## src/design/pulse_dial_line_controller_defines.svh

```systemverilog
// Assertion macros used by the line controller top level.
`ifndef PULSE_DIAL_LINE_CONTROLLER_DEFINES_SVH
`define PULSE_DIAL_LINE_CONTROLLER_DEFINES_SVH

// Same-cycle implication, checked out of reset.
`define PDLC_ASSERT_NOW(label, clk, rst_n, ante, cons) \
  label: assert property (@(posedge clk) disable iff (!rst_n) (ante) |-> (cons)) \
    else $error("pdlc assertion failed");

// Next-cycle implication, checked out of reset.
`define PDLC_ASSERT_NEXT(label, clk, rst_n, ante, cons) \
  label: assert property (@(posedge clk) disable iff (!rst_n) (ante) |=> (cons)) \
    else $error("pdlc assertion failed");

`endif

```

## src/design/pdlc_pkg.sv

```systemverilog
`timescale 1ns / 1ps
package pdlc_pkg;

  localparam int NUM_TIMERS  = 5;
  localparam int DELAY_W     = 14;
  localparam int DIGIT_W     = 3;
  localparam int PULSE_W     = 4;
  localparam int CFG_INDEX_W = 3;

  localparam int TM_DIALSTART  = 0;
  localparam int TM_HANGUP     = 1;
  localparam int TM_PICKUP     = 2;
  localparam int TM_BREAK      = 3;
  localparam int TM_INTERDIGIT = 4;

  localparam logic [PULSE_W-1:0] PULSE_SAT = '1;

  typedef enum logic [CFG_INDEX_W-1:0] {
    REG_DIAL_START   = 3'd0,
    REG_PICKUP       = 3'd1,
    REG_HANGUP       = 3'd2,
    REG_BREAK        = 3'd3,
    REG_INTERDIGIT   = 3'd4,
    REG_DIGITS       = 3'd5,
    REG_MAX_PULSES   = 3'd6
  } cfg_reg_t;

  typedef enum logic [2:0] {
    ST_IDLE    = 3'd0,
    ST_OFFHOOK = 3'd1,
    ST_BUSY    = 3'd2,
    ST_DIAL    = 3'd3,
    ST_CALL    = 3'd4
  } line_state_t;

  typedef enum logic [1:0] {
    TONE_NONE     = 2'd0,
    TONE_READY    = 2'd1,
    TONE_ENGAGED  = 2'd2,
    TONE_RINGBACK = 2'd3
  } tone_t;

  typedef struct packed {
    logic [DELAY_W-1:0] dial_start_timeout;
    logic [DELAY_W-1:0] pickup_delay;
    logic [DELAY_W-1:0] hangup_delay;
    logic [DELAY_W-1:0] break_delay;
    logic [DELAY_W-1:0] interdigit_delay;
    logic [DIGIT_W-1:0] digits_per_number;
    logic [PULSE_W-1:0] max_pulses;
  } cfg_t;

  typedef struct packed {
    logic [NUM_TIMERS-1:0] start;
    logic [NUM_TIMERS-1:0] stop;
  } timer_cmd_t;

  typedef struct packed {
    logic [DIGIT_W-1:0] digits_collected;
    logic [PULSE_W-1:0] digit_pulses;
    logic               digit_valid;
    line_state_t        call_state;
    tone_t              tone_select;
  } result_t;

  function automatic tone_t tone_of(line_state_t s);
    tone_t t;
    case (s)
      ST_OFFHOOK: t = TONE_READY;
      ST_BUSY:    t = TONE_ENGAGED;
      ST_CALL:    t = TONE_RINGBACK;
      default:    t = TONE_NONE;
    endcase
    return t;
  endfunction

endpackage

```

## src/design/pdlc_cfg.sv

```systemverilog
`timescale 1ns / 1ps
module pdlc_cfg (
  input  logic                                clk,
  input  logic                                rst_n,
  input  logic                                cfg_valid,
  output logic                                cfg_ready,
  input  logic [pdlc_pkg::CFG_INDEX_W-1:0]    cfg_index,
  input  logic [pdlc_pkg::DELAY_W-1:0]        cfg_data,
  output pdlc_pkg::cfg_t                      cfg
);

  pdlc_pkg::cfg_t cfg_r;
  pdlc_pkg::cfg_t cfg_nxt;

  assign cfg_ready = 1'b1;
  assign cfg       = cfg_r;

  always_comb begin
    cfg_nxt = cfg_r;
    if (cfg_valid) begin
      case (pdlc_pkg::cfg_reg_t'(cfg_index))
        pdlc_pkg::REG_DIAL_START: cfg_nxt.dial_start_timeout = cfg_data;
        pdlc_pkg::REG_PICKUP:     cfg_nxt.pickup_delay       = cfg_data;
        pdlc_pkg::REG_HANGUP:     cfg_nxt.hangup_delay       = cfg_data;
        pdlc_pkg::REG_BREAK:      cfg_nxt.break_delay        = cfg_data;
        pdlc_pkg::REG_INTERDIGIT: cfg_nxt.interdigit_delay   = cfg_data;
        pdlc_pkg::REG_DIGITS:
          cfg_nxt.digits_per_number = cfg_data[pdlc_pkg::DIGIT_W-1:0];
        pdlc_pkg::REG_MAX_PULSES:
          cfg_nxt.max_pulses = cfg_data[pdlc_pkg::PULSE_W-1:0];
        default: ;
      endcase
    end
  end

  always_ff @(posedge clk) begin
    if (!rst_n) begin
      cfg_r.dial_start_timeout <= 14'd8000;
      cfg_r.pickup_delay       <= 14'd200;
      cfg_r.hangup_delay       <= 14'd200;
      cfg_r.break_delay        <= 14'd30;
      cfg_r.interdigit_delay   <= 14'd100;
      cfg_r.digits_per_number  <= 3'd4;
      cfg_r.max_pulses         <= 4'd10;
    end else begin
      cfg_r <= cfg_nxt;
    end
  end

endmodule

```

## src/design/pdlc_timers.sv

```systemverilog
`timescale 1ns / 1ps
module pdlc_timers #(
  parameter int TIMER_BITS = 14
) (
  input  logic                                clk,
  input  logic                                rst_n,
  input  logic                                advance,
  input  pdlc_pkg::cfg_t                      cfg,
  input  pdlc_pkg::timer_cmd_t                cmd,
  output logic [pdlc_pkg::NUM_TIMERS-1:0]     expired
);

  localparam int WIDE_W = TIMER_BITS + pdlc_pkg::DELAY_W;

  logic [TIMER_BITS-1:0] count_r   [pdlc_pkg::NUM_TIMERS];
  logic [TIMER_BITS-1:0] count_nxt [pdlc_pkg::NUM_TIMERS];
  logic [TIMER_BITS-1:0] load_val  [pdlc_pkg::NUM_TIMERS];

  function automatic logic [TIMER_BITS-1:0] fit(logic [pdlc_pkg::DELAY_W-1:0] v);
    logic [WIDE_W-1:0] wide;
    wide = {{TIMER_BITS{1'b0}}, v};
    return wide[TIMER_BITS-1:0];
  endfunction

  always_comb begin
    load_val[pdlc_pkg::TM_DIALSTART]  = fit(cfg.dial_start_timeout);
    load_val[pdlc_pkg::TM_HANGUP]     = fit(cfg.hangup_delay);
    load_val[pdlc_pkg::TM_PICKUP]     = fit(cfg.pickup_delay);
    load_val[pdlc_pkg::TM_BREAK]      = fit(cfg.break_delay);
    load_val[pdlc_pkg::TM_INTERDIGIT] = fit(cfg.interdigit_delay);
  end

  // A timer at zero is stopped; one at one fires on this tick.
  always_comb begin
    for (int i = 0; i < pdlc_pkg::NUM_TIMERS; i++) begin
      expired[i] = (count_r[i] == TIMER_BITS'(1));
      count_nxt[i] = (count_r[i] != '0) ? count_r[i] - TIMER_BITS'(1) : '0;
      if (cmd.start[i]) count_nxt[i] = load_val[i];
      if (cmd.stop[i])  count_nxt[i] = '0;
    end
  end

  always_ff @(posedge clk) begin
    if (!rst_n) begin
      for (int i = 0; i < pdlc_pkg::NUM_TIMERS; i++) count_r[i] <= '0;
    end else if (advance) begin
      for (int i = 0; i < pdlc_pkg::NUM_TIMERS; i++) count_r[i] <= count_nxt[i];
    end
  end

endmodule

```

## src/design/pdlc_core.sv

```systemverilog
`timescale 1ns / 1ps
module pdlc_core (
  input  logic                                clk,
  input  logic                                rst_n,
  input  logic                                advance,
  input  logic                                loop_open,
  input  pdlc_pkg::cfg_t                      cfg,
  input  logic [pdlc_pkg::NUM_TIMERS-1:0]     expired,
  output pdlc_pkg::timer_cmd_t                cmd,
  output pdlc_pkg::result_t                   result
);

  pdlc_pkg::line_state_t          state_r, state_nxt;
  logic [pdlc_pkg::PULSE_W-1:0]   pulse_r, pulse_nxt;
  logic [pdlc_pkg::DIGIT_W-1:0]   digit_r, digit_nxt;
  logic                           last_open_r;
  logic                           opened;
  logic                           closed;
  logic                           dv;
  logic [pdlc_pkg::PULSE_W-1:0]   dp;

  assign opened = loop_open && !last_open_r;
  assign closed = !loop_open && last_open_r;

  // Timer events in fixed order, then the loop edge.
  always_comb begin
    state_nxt = state_r;
    pulse_nxt = pulse_r;
    digit_nxt = digit_r;
    dv        = 1'b0;
    dp        = '0;
    cmd       = '0;

    if (expired[pdlc_pkg::TM_DIALSTART]) state_nxt = pdlc_pkg::ST_BUSY;
    if (expired[pdlc_pkg::TM_HANGUP])    state_nxt = pdlc_pkg::ST_IDLE;
    if (expired[pdlc_pkg::TM_PICKUP]) begin
      state_nxt = pdlc_pkg::ST_OFFHOOK;
      pulse_nxt = '0;
      digit_nxt = '0;
      cmd.start[pdlc_pkg::TM_DIALSTART] = 1'b1;
    end
    if (expired[pdlc_pkg::TM_BREAK] && state_nxt == pdlc_pkg::ST_DIAL) begin
      if (pulse_nxt != pdlc_pkg::PULSE_SAT) pulse_nxt = pulse_nxt + 1'b1;
      if (pulse_nxt > cfg.max_pulses) state_nxt = pdlc_pkg::ST_BUSY;
    end
    if (expired[pdlc_pkg::TM_INTERDIGIT] && state_nxt == pdlc_pkg::ST_DIAL) begin
      dv        = 1'b1;
      dp        = pulse_nxt;
      digit_nxt = digit_nxt + 1'b1;
      pulse_nxt = '0;
      if (digit_nxt == cfg.digits_per_number) state_nxt = pdlc_pkg::ST_CALL;
    end

    if (opened) begin
      cmd.start[pdlc_pkg::TM_HANGUP]    = 1'b1;
      cmd.start[pdlc_pkg::TM_BREAK]     = 1'b1;
      cmd.stop[pdlc_pkg::TM_INTERDIGIT] = 1'b1;
      if (state_nxt == pdlc_pkg::ST_IDLE) begin
        cmd.stop[pdlc_pkg::TM_PICKUP] = 1'b1;
      end else if (state_nxt == pdlc_pkg::ST_OFFHOOK) begin
        state_nxt = pdlc_pkg::ST_DIAL;
        cmd.stop[pdlc_pkg::TM_DIALSTART] = 1'b1;
      end
    end
    if (closed) begin
      cmd.stop[pdlc_pkg::TM_HANGUP] = 1'b1;
      if (state_nxt == pdlc_pkg::ST_IDLE) begin
        cmd.start[pdlc_pkg::TM_PICKUP] = 1'b1;
      end else if (state_nxt == pdlc_pkg::ST_DIAL) begin
        cmd.stop[pdlc_pkg::TM_BREAK]       = 1'b1;
        cmd.start[pdlc_pkg::TM_INTERDIGIT] = 1'b1;
      end
    end

    result.tone_select      = pdlc_pkg::tone_of(state_nxt);
    result.call_state       = state_nxt;
    result.digit_valid      = dv;
    result.digit_pulses     = dp;
    result.digits_collected = digit_nxt;
  end

  always_ff @(posedge clk) begin
    if (!rst_n) begin
      state_r     <= pdlc_pkg::ST_IDLE;
      pulse_r     <= '0;
      digit_r     <= '0;
      last_open_r <= 1'b1;
    end else if (advance) begin
      state_r     <= state_nxt;
      pulse_r     <= pulse_nxt;
      digit_r     <= digit_nxt;
      last_open_r <= loop_open;
    end
  end

endmodule

```

## src/design/pulse_dial_line_controller.sv

```systemverilog
`timescale 1ns / 1ps
// A result item is captured in the output register when its input item is accepted.
// Throughput: one item per cycle while out_tready is not held low; the line state,
// counters and five timers are updated in a single pass each accepted item, the output register holds a stall.
// Reset (rst_n, synchronous, active low): line idle, timers stopped, counts zero,
// loop taken as open, registers back to their defaults, output empty.
`include "pulse_dial_line_controller_defines.svh"
module pulse_dial_line_controller #(
  parameter int TIMER_BITS = 14
) (
  input  logic        clk,
  input  logic        rst_n,
  input  logic        in_tvalid,
  output logic        in_tready,
  input  logic [7:0]  in_tdata,    // [0] loop_open, [7:1] zero
  output logic        out_tvalid,
  input  logic        out_tready,
  output logic [15:0] out_tdata,   // [1:0] tone_select, [4:2] call_state, [5] digit_valid,
                                   // [9:6] digit_pulses, [12:10] digits_collected, [15:13] zero
  input  logic        cfg_valid,
  output logic        cfg_ready,
  input  logic [2:0]  cfg_index,
  input  logic [13:0] cfg_data
);

  pdlc_pkg::cfg_t                     cfg;
  pdlc_pkg::timer_cmd_t               cmd;
  pdlc_pkg::result_t                  result;
  logic [pdlc_pkg::NUM_TIMERS-1:0]    expired;
  logic                               advance;

  pdlc_pkg::result_t                  out_data_r;
  logic                               out_valid_r, out_valid_nxt;

  assign in_tready = !out_valid_r || out_tready;
  assign advance   = in_tvalid && in_tready;

  pdlc_cfg u_cfg (
    .clk       (clk),
    .rst_n     (rst_n),
    .cfg_valid (cfg_valid),
    .cfg_ready (cfg_ready),
    .cfg_index (cfg_index),
    .cfg_data  (cfg_data),
    .cfg       (cfg)
  );

  pdlc_timers #(.TIMER_BITS(TIMER_BITS)) u_timers (
    .clk     (clk),
    .rst_n   (rst_n),
    .advance (advance),
    .cfg     (cfg),
    .cmd     (cmd),
    .expired (expired)
  );

  pdlc_core u_core (
    .clk       (clk),
    .rst_n     (rst_n),
    .advance   (advance),
    .loop_open (in_tdata[0]),
    .cfg       (cfg),
    .expired   (expired),
    .cmd       (cmd),
    .result    (result)
  );

  always_comb begin
    out_valid_nxt = out_valid_r;
    if (advance)         out_valid_nxt = 1'b1;
    else if (out_tready) out_valid_nxt = 1'b0;
  end

  always_ff @(posedge clk) begin
    if (!rst_n) out_valid_r <= 1'b0;
    else        out_valid_r <= out_valid_nxt;
  end

  always_ff @(posedge clk) begin
    if (advance) out_data_r <= result;
  end

  assign out_tvalid = out_valid_r;
  assign out_tdata  = {3'b000, out_data_r};

  `PDLC_ASSERT_NEXT(a_accept_fills_out, clk, rst_n, advance, out_tvalid)
  `PDLC_ASSERT_NEXT(a_stall_holds, clk, rst_n, out_tvalid && !out_tready,
                    out_tvalid && $stable(out_tdata))
  `PDLC_ASSERT_NOW(a_digit_in_dial, clk, rst_n, out_valid_r && out_data_r.digit_valid,
                   out_data_r.call_state == pdlc_pkg::ST_DIAL ||
                   out_data_r.call_state == pdlc_pkg::ST_CALL)

endmodule

```

## config.mk

```make
export PLATFORM = sky130hd
export DESIGN_NAME = pulse_dial_line_controller
export DESIGN_NICKNAME = d
export VERILOG_FILES = /design/src/design/pdlc_pkg.sv /design/src/design/pdlc_cfg.sv /design/src/design/pdlc_timers.sv /design/src/design/pdlc_core.sv /design/src/design/pulse_dial_line_controller.sv
export VERILOG_INCLUDE_DIRS = /design/src /design/src/design
export SDC_FILE = /design/constraint.sdc
export NUM_CORES = 1
export LEC_CHECK = 0
export ABC_CLOCK_PERIOD_IN_PS = 9760
export BUFFER_PORTS_ARGS = -buffer_cell sky130_fd_sc_hd__buf_4
export CAP_MARGIN = 20
export CORE_ASPECT_RATIO = 2
export CORE_MARGIN = 3
export CORE_UTILIZATION = 38
export DETAILED_ROUTE_END_ITERATION = 10
export GPL_TIMING_DRIVEN = 0
export MAX_ROUTING_LAYER = met4
export SLEW_MARGIN = 20
export SYNTH_ARGS = -nofsm -noshare
export SYNTH_HDL_FRONTEND = slang
export SYNTH_HIERARCHICAL = 1
export SYNTH_SLANG_ARGS = --single-unit
```

## constraint.sdc

```tcl
create_clock -name clk -period 9.76 [get_ports clk]
set_input_delay 1.952 -clock clk [delete_from_list [all_inputs] [get_ports clk]]
set_output_delay 1.952 -clock clk [all_outputs]
set_load 0.01 [all_outputs]
```

==> metrics.log, run 1 <==
INFO  metric status = finished, final reports clean
INFO  metric max-cap-violations = 0
INFO  metric comb_power_share = 0.117
INFO  metric report.final.slew_viol_count = 0
INFO  metric clock_sinks = 172
INFO  metric yosysSeqAreaShare = 0.4807
INFO  metric gr_usage_total = 0.1854
INFO  metric end_kind = flip-flop
INFO  metric relative_max_transition_margin = 0.3314
INFO  metric via_per_instance_ratio = 5.243
INFO  metric post_layout_nonfiller_instances = 1,242
INFO  metric drt-pass1-iter-count = 5
INFO  metric dpl_worst_slack = 4.326 ns
INFO  metric filler_cell_count = 2,288
INFO  metric dp.cells = 1,209
INFO  metric cp_data_required_time = 10.03 ns
INFO  metric clock_tree_buf_depth = 2
INFO  metric timing_worst_slew_pin_value = 0.9938 ns
INFO  metric seq_power_share = 0.470
INFO  metric reg2reg_slack = 4.35 ns
INFO  metric final_layout_size_suffix_gt1_frac = 0.1259
INFO  metric placementRows = 78
INFO  metric port-buffer-count = 33
INFO  metric hold_viol_final = 0
INFO  metric synth_area_per_cell = 9.956 um^2
INFO  metric max_freq = 184.8 MHz
INFO  metric antenna_violating_nets_post_route = 0
INFO  metric powerDensity = 175.0 mW/mm^2
INFO  metric die-width = 114.2 um
INFO  metric globalRoute.totalOverflow = 0
INFO  metric yosys_warnings = 6
INFO  metric ys_dominant_reg_cell = dfxtp_1
INFO  metric hpwlAfterDp = 17,170 um
INFO  metric drc = 0
INFO  metric boundaryPins = 49
INFO  metric ir_worst_vdd = 0.0001152 V
INFO  metric setup_repair_after_global_routing_missed_its_margin = no
INFO  metric share_of_the_clock_period_used_by_the_worst_path = 0.5544
INFO  metric clk_pin_slew_worst_paths = 0.07 ns
INFO  metric cts_setup_buffers = 0
INFO  metric postRouteWirelength = 22,260 um
INFO  metric critical_path_class = flip-flop to flip-flop
INFO  metric final.setup.tns = 0 ns
INFO  metric post_synthesis_instance_area = 0.008891 mm^2
INFO  metric whs_path_depth = 2
INFO  metric ctsHoldBuffers = 0
INFO  metric sw_frac_of_total = 0.2663
INFO  metric reg2reg_depth = 16
INFO  metric cp_data_arrival_time = 5.68 ns
INFO  metric setup_viol = 0
INFO  metric synthToLayoutAreaGrowth = 14.41%
INFO  metric yosys.cell_types.count = 73
INFO  metric cts.htree.levels = 4
INFO  metric core_region_area = 0.02284 mm^2
INFO  metric synth_enable_flop_cells = 83
INFO  metric design.die.area = 0.02538 mm^2
INFO  metric gp_congestion = 0.8351
INFO  metric detail_route.wl_per_cell = 17.92 um
INFO  metric postSynth.asyncResetShare = 0
INFO  metric critical_path.max_fanout = 10
INFO  metric hold_path_end = u_cfg/cfg[37]
INFO  metric initial_antenna_violation_count = 0
INFO  metric final_min_period = 5.411 ns
INFO  metric yosys_register_bits = 172
INFO  metric power.share.clock = 0.414
INFO  metric die-height = 222.3 um
INFO  metric clk_root_buffer_cell = clkbuf_16
INFO  metric power.leakage = 3.975 nW
INFO  metric grt_pass1_wl = 35,440 um
INFO  metric min-delay-path-class = flip-flop to flip-flop
INFO  metric p_int = 1.306 mW
INFO  metric cts_tree = done
INFO  metric power_total = 1.780 mW
INFO  metric critical_path.reg2reg.endpoint = u_timers/count_r[0][39]
INFO  metric min_from = u_cfg/cfg[37]
INFO  metric startpoint_type = flip-flop
INFO  metric worst_setup_margin = 4.349 ns
INFO  metric nets = 993
INFO  metric power.net_switching = 0.4740 mW
INFO  metric cts_repair_resize_count = 0
INFO  metric grt_start_max_net_pins = 44
INFO  metric detail_route.iter0.violations = 303
INFO  metric syn-instance-count = 893
INFO  metric numCtsBuffers = 17
INFO  metric final.setup_skew = 0.009401 ns
INFO  metric initial_utilization = 0.3893
INFO  metric grt_pass1_vias = 6,573
INFO  metric startpoint_of_the_worst_register_to_register_path = u_timers/count_r[0][36]
INFO  metric clkLatencyLatePin = 0.44 ns
INFO  metric dr_total_vias = 6,512
## Yosys cell counts (all sizes together), types with 7 or more instances
master / number / area (um^2)
edfxtp: 83 / 2492
or3: 7 / 43.79
clkbuf: 25 / 96.34
mux2i: 81 / 810.8
inv: 21 / 78.82
nand2b: 7 / 51.30
nor3: 25 / 130.1
buf: 26 / 176.4
nand4b: 7 / 76.32
nand3b: 7 / 52.55
ha: 15 / 187.7
xor2: 33 / 289.0
xnor2: 27 / 236.5
o21ai: 79 / 395.4
a31oi: 8 / 50.05
nand2: 157 / 596.8
or4: 8 / 67.56
nand4: 8 / 50.05
nand3: 13 / 65.06
nor3b: 7 / 63.81
nor2b: 44 / 275.3
nor2: 39 / 146.4
dfxtp: 89 / 1782
nor4: 15 / 108.9
## power groups by stage
| stage | clock network (mW) | registers (mW) | logic, mW |
|---|---|---|---|
| 2_1_floorplan | 0 | 0.846 | 0.145 |
| 3_3_place_gp | 0 | 0.852 | 0.204 |
| 3_5_place_dp | 0 | 0.852 | 0.207 |
| 4_1_cts | 0.753 | 0.836 | 0.209 |
| 5_1_grt | 0.778 | 0.841 | 0.230 |
| 6_report | 0.736 | 0.836 | 0.208 |
## state kept, by name, indices dropped and copies added, names as in the netlist
name / cells
out_tdata: 13
out_tvalid: 1
u_core/last_open_r: 1
u_timers/count_r: 70
u_core/pulse_r: 4
u_core/digit_r: 3
u_cfg/cfg: 77
u_core/state_r: 3
## metrics by stage
step	util	instance area, um^2	hold slack (ns)
after global placement	0.4158	9497	0.4432
after floorplan	-	8899	0.4312
final	0.4454	10170	0.4630
after global routing	0.4453	10170	0.4824
after CTS	0.4450	10160	0.4636
after detailed placement	0.4171	9524	0.4497
## per-layer routing
| layer | part of all wire | wire length [um] | global-route usage | vias up |
|---|---|---|---|---|
| li1 | - | - | - | 3254 |
| met1 | 0.37 | 8237 | 0.1826 | 3108 |
| met2 | 0.56 | 12570 | 0.3457 | 115 |
| met3 | 0.028 | 633 | 0.02889 | 35 |
| met4 | 0.037 | 820 | 0.08707 | 0 |
| met5 | 0 | 0 | - | - |
## worst max-delay path, stage by stage (launching register included)
cell and delay (ns):
edfxtp_1 0.47, or4_1 0.58, nor3_1 0.20, and4_1 0.29, buf_2 0.25, clkbuf_1 0.40
nor3_1 0.12, ha_1 0.31, and4_1 0.24, a211oi_2 0.32, nor2_1 0.18, nor3b_1 0.72
inv_1 0.14, nor3_1 0.42, clkbuf_1 0.36, nand2_1 0.11, o21ai_0 0.11
## kinds of logic after synthesis
| logic type | synth area share |
|---|---|
| other | 0.0008447 |
| XOR/XNOR | 0.05911 |
| adder cells (fa/ha/maj) | 0.02111 |
| AO/OA/AOI/OAI | 0.08416 |
| AND/OR/NAND/NOR | 0.2221 |
| multiplexers | 0.09246 |
| buffers and inverters | 0.03954 |
| flip-flops | 0.4807 |
## how the worst max path moves through the flow
stage / depth (start not counted) / slack, ns / end / startpoint
CTS: 16 / 4.28 / u_timers/count_r[0][39] / u_timers/count_r[0][36]
detailed placement: 16 / 4.33 / u_timers/count_r[0][39] / u_timers/count_r[0][38]
finish: 16 / 4.35 / u_timers/count_r[0][39] / u_timers/count_r[0][36]
global route: 16 / 3.88 / u_timers/count_r[0][37] / u_timers/count_r[0][36]
global placement: 4 / 4.07 / u_timers/count_r[0][23] / out_tready
floorplan: 3 / 5.20 / u_timers/count_r[0][0] / out_tready
## placed cells by master, fill, tap and decap left out, types with 5 or more instances in the layout
cell,Yosys,layout
buf_2,9,9
clkbuf_1,23,23
ha_1,15,15
xor2_1,33,33
nor3b_1,6,6
nand4b_1,6,6
inv_6,0,5
a31oi_1,8,8
or3_1,7,7
mux2i_1,81,81
nor2b_1,44,44
nor2_1,39,39
clkbuf_16,0,19
inv_1,20,20
nor4_1,14,14
nand2_1,156,156
nand3b_1,7,7
nand2b_1,6,5
edfxtp_1,83,83
nand4_1,8,8
o21ai_0,79,79
xnor2_1,27,27
a21oi_1,5,5
nor3_1,24,24
dfxtp_1,89,89
nand3_1,13,13
buf_4,14,47
or4_1,6,6
## final cells by class
| class | instances | area [um^2] | share of cell area |
|---|---|---|---|
| clock inverter | 13 | 163.9 | 0.01611 |
| antenna | 1 | 2.502 | 0.0002460 |
| tap | 280 | 350.3 | 0.03444 |
| sequential | 172 | 4274 | 0.4202 |
| inverter | 21 | 78.83 | 0.007749 |
| buffer | 51 | 272.8 | 0.02681 |
| clock buffer | 19 | 475.5 | 0.04674 |
| multi-input combinational | 651 | 4287 | 0.4214 |
| timing repair buffer | 34 | 267.8 | 0.02632 |
Power figures use the tool's default switching activity.
==> run 2, diff against run 1 <==
--- a/config.mk
+++ b/config.mk
@@ -6,7 +6,7 @@
 export SDC_FILE = /design/constraint.sdc
 export NUM_CORES = 1
 export LEC_CHECK = 0
-export ABC_CLOCK_PERIOD_IN_PS = 9760
+export ABC_CLOCK_PERIOD_IN_PS = 5300
 export BUFFER_PORTS_ARGS = -buffer_cell sky130_fd_sc_hd__buf_4
 export CAP_MARGIN = 20
 export CORE_ASPECT_RATIO = 2
==> constraint.sdc (replaced) <==
create_clock -name clk -period 5.3 [get_ports clk]
set_input_delay 1.06 -clock clk [delete_from_list [all_inputs] [get_ports clk]]
set_output_delay 1.06 -clock clk [all_outputs]
set_load 0.01 [all_outputs]
==> run 2 against run 1 <==
Effect of this change:
- utilization grew 0.11 points
- final area grew 0.25%
- power grew 84%
- hold slack gained 0.00083 ns
- register-to-register slack lost 4.0 ns
- flip-flop and latch count is the same
- final cell count is the same
==> metrics.log, run 2 (synthesized netlist as in run 1, its figures left out) <==
INFO  metric gp_congestion = 0.8351 (unchanged)
INFO  metric ctsHoldBuffers = 0 (unchanged)
INFO  metric timing.hold.ws = 0.4638 ns (was 0.4630 ns)
INFO  metric via_per_instance_ratio = 5.233 (was 5.243)
INFO  metric cts_tree = done (unchanged)
INFO  metric mostFrequentLayoutCell = nand2_1 (unchanged)
INFO  metric design.die.area = 0.02538 mm^2 (unchanged)
INFO  metric comb_power_share = 0.117 (about the same)
INFO  metric numCtsBuffers = 17 (unchanged)
INFO  metric core_region_area = 0.02284 mm^2 (unchanged)
INFO  metric ir_worst_vdd = 0.0002123 V (was 0.0001152 V)
INFO  metric detail_route.wl_per_cell = 17.93 um (was 17.92 um)
INFO  metric clkLatencyLatePin = 0.44 ns (about the same)
INFO  metric final_layout_size_suffix_gt1_frac = 0.1332 (was 0.1259)
INFO  metric cp_data_required_time = 5.56 ns (was 10.03 ns)
INFO  metric cp_data_arrival_time = 5.26 ns (was 5.68 ns)
INFO  metric clk_root_buffer_cell = clkbuf_16 (unchanged)
INFO  metric postLayoutCoreUtil = 0.4465 (was 0.4454)
INFO  metric min-delay-path-class = flip-flop to flip-flop (unchanged)
INFO  metric clk_pin_slew_worst_paths = 0.07 ns (about the same)
INFO  metric die-height = 222.3 um (unchanged)
INFO  metric die-width = 114.2 um (unchanged)
INFO  metric gr_usage_total = 0.1856 (was 0.1854)
INFO  metric share_of_the_clock_period_used_by_the_worst_path = 0.9424 (was 0.5544)
INFO  metric most-common-layout-cells = nand2_1 (156), dfxtp_1 (89), edfxtp_1 (83) (unchanged)
INFO  metric max_freq = 200.2 MHz (was 184.8 MHz)
INFO  metric worst_setup_margin = 0.3053 ns (was 4.349 ns)
INFO  metric boundaryPins = 49 (unchanged)
INFO  metric clock_tree_buf_depth = 2 (unchanged)
INFO  metric synthToLayoutAreaGrowth = 14.69% (was 14.41%)
INFO  metric setup_repair_after_global_routing_missed_its_margin = no (unchanged)
INFO  metric startpoint_type = flip-flop (unchanged)
INFO  metric port-buffer-count = 33 (unchanged)
INFO  metric sw_frac_of_total = 0.2664 (was 0.2663)
INFO  metric drt-pass1-iter-count = 5 (unchanged)
INFO  metric initial_utilization = 0.3893 (unchanged)
INFO  metric end_kind = flip-flop (unchanged)
INFO  metric status = finished, final reports clean (unchanged)
INFO  metric placementRows = 78 (unchanged)
INFO  metric largest_register_ffs = 77 (unchanged)
INFO  metric grt_pass1_wl = 35,500 um (was 35,440 um)
INFO  metric clock_sinks = 172 (unchanged)
INFO  metric max-cap-violations = 0 (unchanged)
INFO  metric final.setup_skew = 0.009649 ns (was 0.009401 ns)
INFO  metric fin_area = 0.01020 mm^2 (was 0.01017 mm^2)
INFO  metric dp.cells = 1,209 (unchanged)
INFO  metric drc = 0 (unchanged)
INFO  metric power.net_switching = 0.8737 mW (was 0.4740 mW)
INFO  metric grt_pass1_vias = 6,585 (was 6,573)
INFO  metric cts_setup_buffers = 0 (unchanged)
INFO  metric cts_repair_resize_count = 2 (was 0)
INFO  metric hold_viol_final = 0 (unchanged)
INFO  metric placement.cell_area = 0.009524 mm^2 (unchanged)
INFO  metric hpwlAfterDp = 17,170 um (unchanged)
INFO  metric grt_start_max_net_pins = 44 (unchanged)
INFO  metric setup_viol = 0 (unchanged)
INFO  metric power.share.clock = 0.413 (was 0.414)
INFO  metric dr_total_vias = 6,500 (was 6,512)
INFO  metric timing_worst_slew_pin_value = 0.9938 ns (unchanged)
INFO  metric post_layout_nonfiller_instances = 1,242 (unchanged)
INFO  metric nets = 993 (unchanged)
INFO  metric final.setup.tns = 0 ns (unchanged)
INFO  metric postRouteWirelength = 22,270 um (was 22,260 um)
INFO  metric antenna_violating_nets_post_route = 0 (unchanged)
INFO  metric globalRoute.totalOverflow = 0 (unchanged)
INFO  metric detail_route.iter0.violations = 317 (was 303)
INFO  metric power.leakage = 3.991 nW (was 3.975 nW)
INFO  metric dpl_worst_slack = -0.1343 ns (was 4.326 ns)
INFO  metric cts.htree.levels = 4 (unchanged)
INFO  metric critical_path.max_fanout = 10 (unchanged)
INFO  metric seq_power_share = 0.470 (about the same)
INFO  metric relative_max_transition_margin = 0.3314 (unchanged)
INFO  metric report.final.slew_viol_count = 0 (unchanged)
INFO  metric initial_antenna_violation_count = 0 (unchanged)
INFO  metric powerDensity = 321.6 mW/mm^2 (was 175.0 mW/mm^2)
INFO  metric final_min_period = 4.995 ns (was 5.411 ns)
INFO  metric power_total = 3.279 mW (was 1.780 mW)
INFO  metric critical_path_class = flip-flop to flip-flop (unchanged)
INFO  metric p_int = 2.405 mW (was 1.306 mW)
run 2: cell types whose count changed in the layout (fill, tap and decap cells not counted):
cell / delta
nor4_2: +1
nor4_1: -1
nor3b_2: +2
clkbuf_2: +3
nor3_2: +1
nor3_1: -1
clkbuf_1: -3
nor3b_1: -2
run 2: area by class of cell:
type                            instances  area (um^2)
Clock buffer                           19        475.5
Fill cell                            2287        12640
Antenna cell                            1        2.502
Multi-Input combinational cell        651         4308
Sequential cell                       172         4274
Buffer                                 51        276.5
Tap cell                              280        350.3
Inverter                               21        78.83
Clock inverter                         13        163.9
Timing Repair Buffer                   34        267.8
run 2: worst max-delay path: stages, from the launching register on:
cell	delay, ns
edfxtp_1	0.47
or4_1	0.58
nor3_1	0.20
and4_1	0.29
buf_2	0.25
clkbuf_2	0.27
nor2b_1	0.09
ha_1	0.33
xor2_1	0.19
nor4_4	0.43
nor3_2	0.14
and3_1	0.23
buf_4	0.15
or3_1	0.41
a41o_1	0.28
clkbuf_1	0.23
o21ai_0	0.25
run 2: metal layers:
layer	up-vias	share of wire	GRT usage
met5	-	0	-
met4	0	0.040	0.08707
met3	37	0.027	0.02889
met2	106	0.56	0.3461
met1	3102	0.37	0.1829
li1	3255	-	-
run 2: worst paths after layout:
kind | from | end | slack, ns | cells after the start
worst max-delay path | u_timers/count_r[0][36] | u_timers/count_r[0][62] | 0.31 | 16
worst min-delay path | u_cfg/cfg[49] | u_cfg/cfg[49] | 0.46 | 2
worst max register to register | u_timers/count_r[0][36] | u_timers/count_r[0][62] | 0.31 | 16
worst min register to register | u_cfg/cfg[49] | u_cfg/cfg[49] | 0.46 | 2
run 2: power groups by stage:
stage	registers [mW]	clock network [mW]	logic (mW)
3_3_place_gp	1.57	0	0.376
5_1_grt	1.55	1.43	0.425
2_1_floorplan	1.56	0	0.267
6_report	1.54	1.36	0.384
3_5_place_dp	1.57	0	0.382
4_1_cts	1.54	1.39	0.385
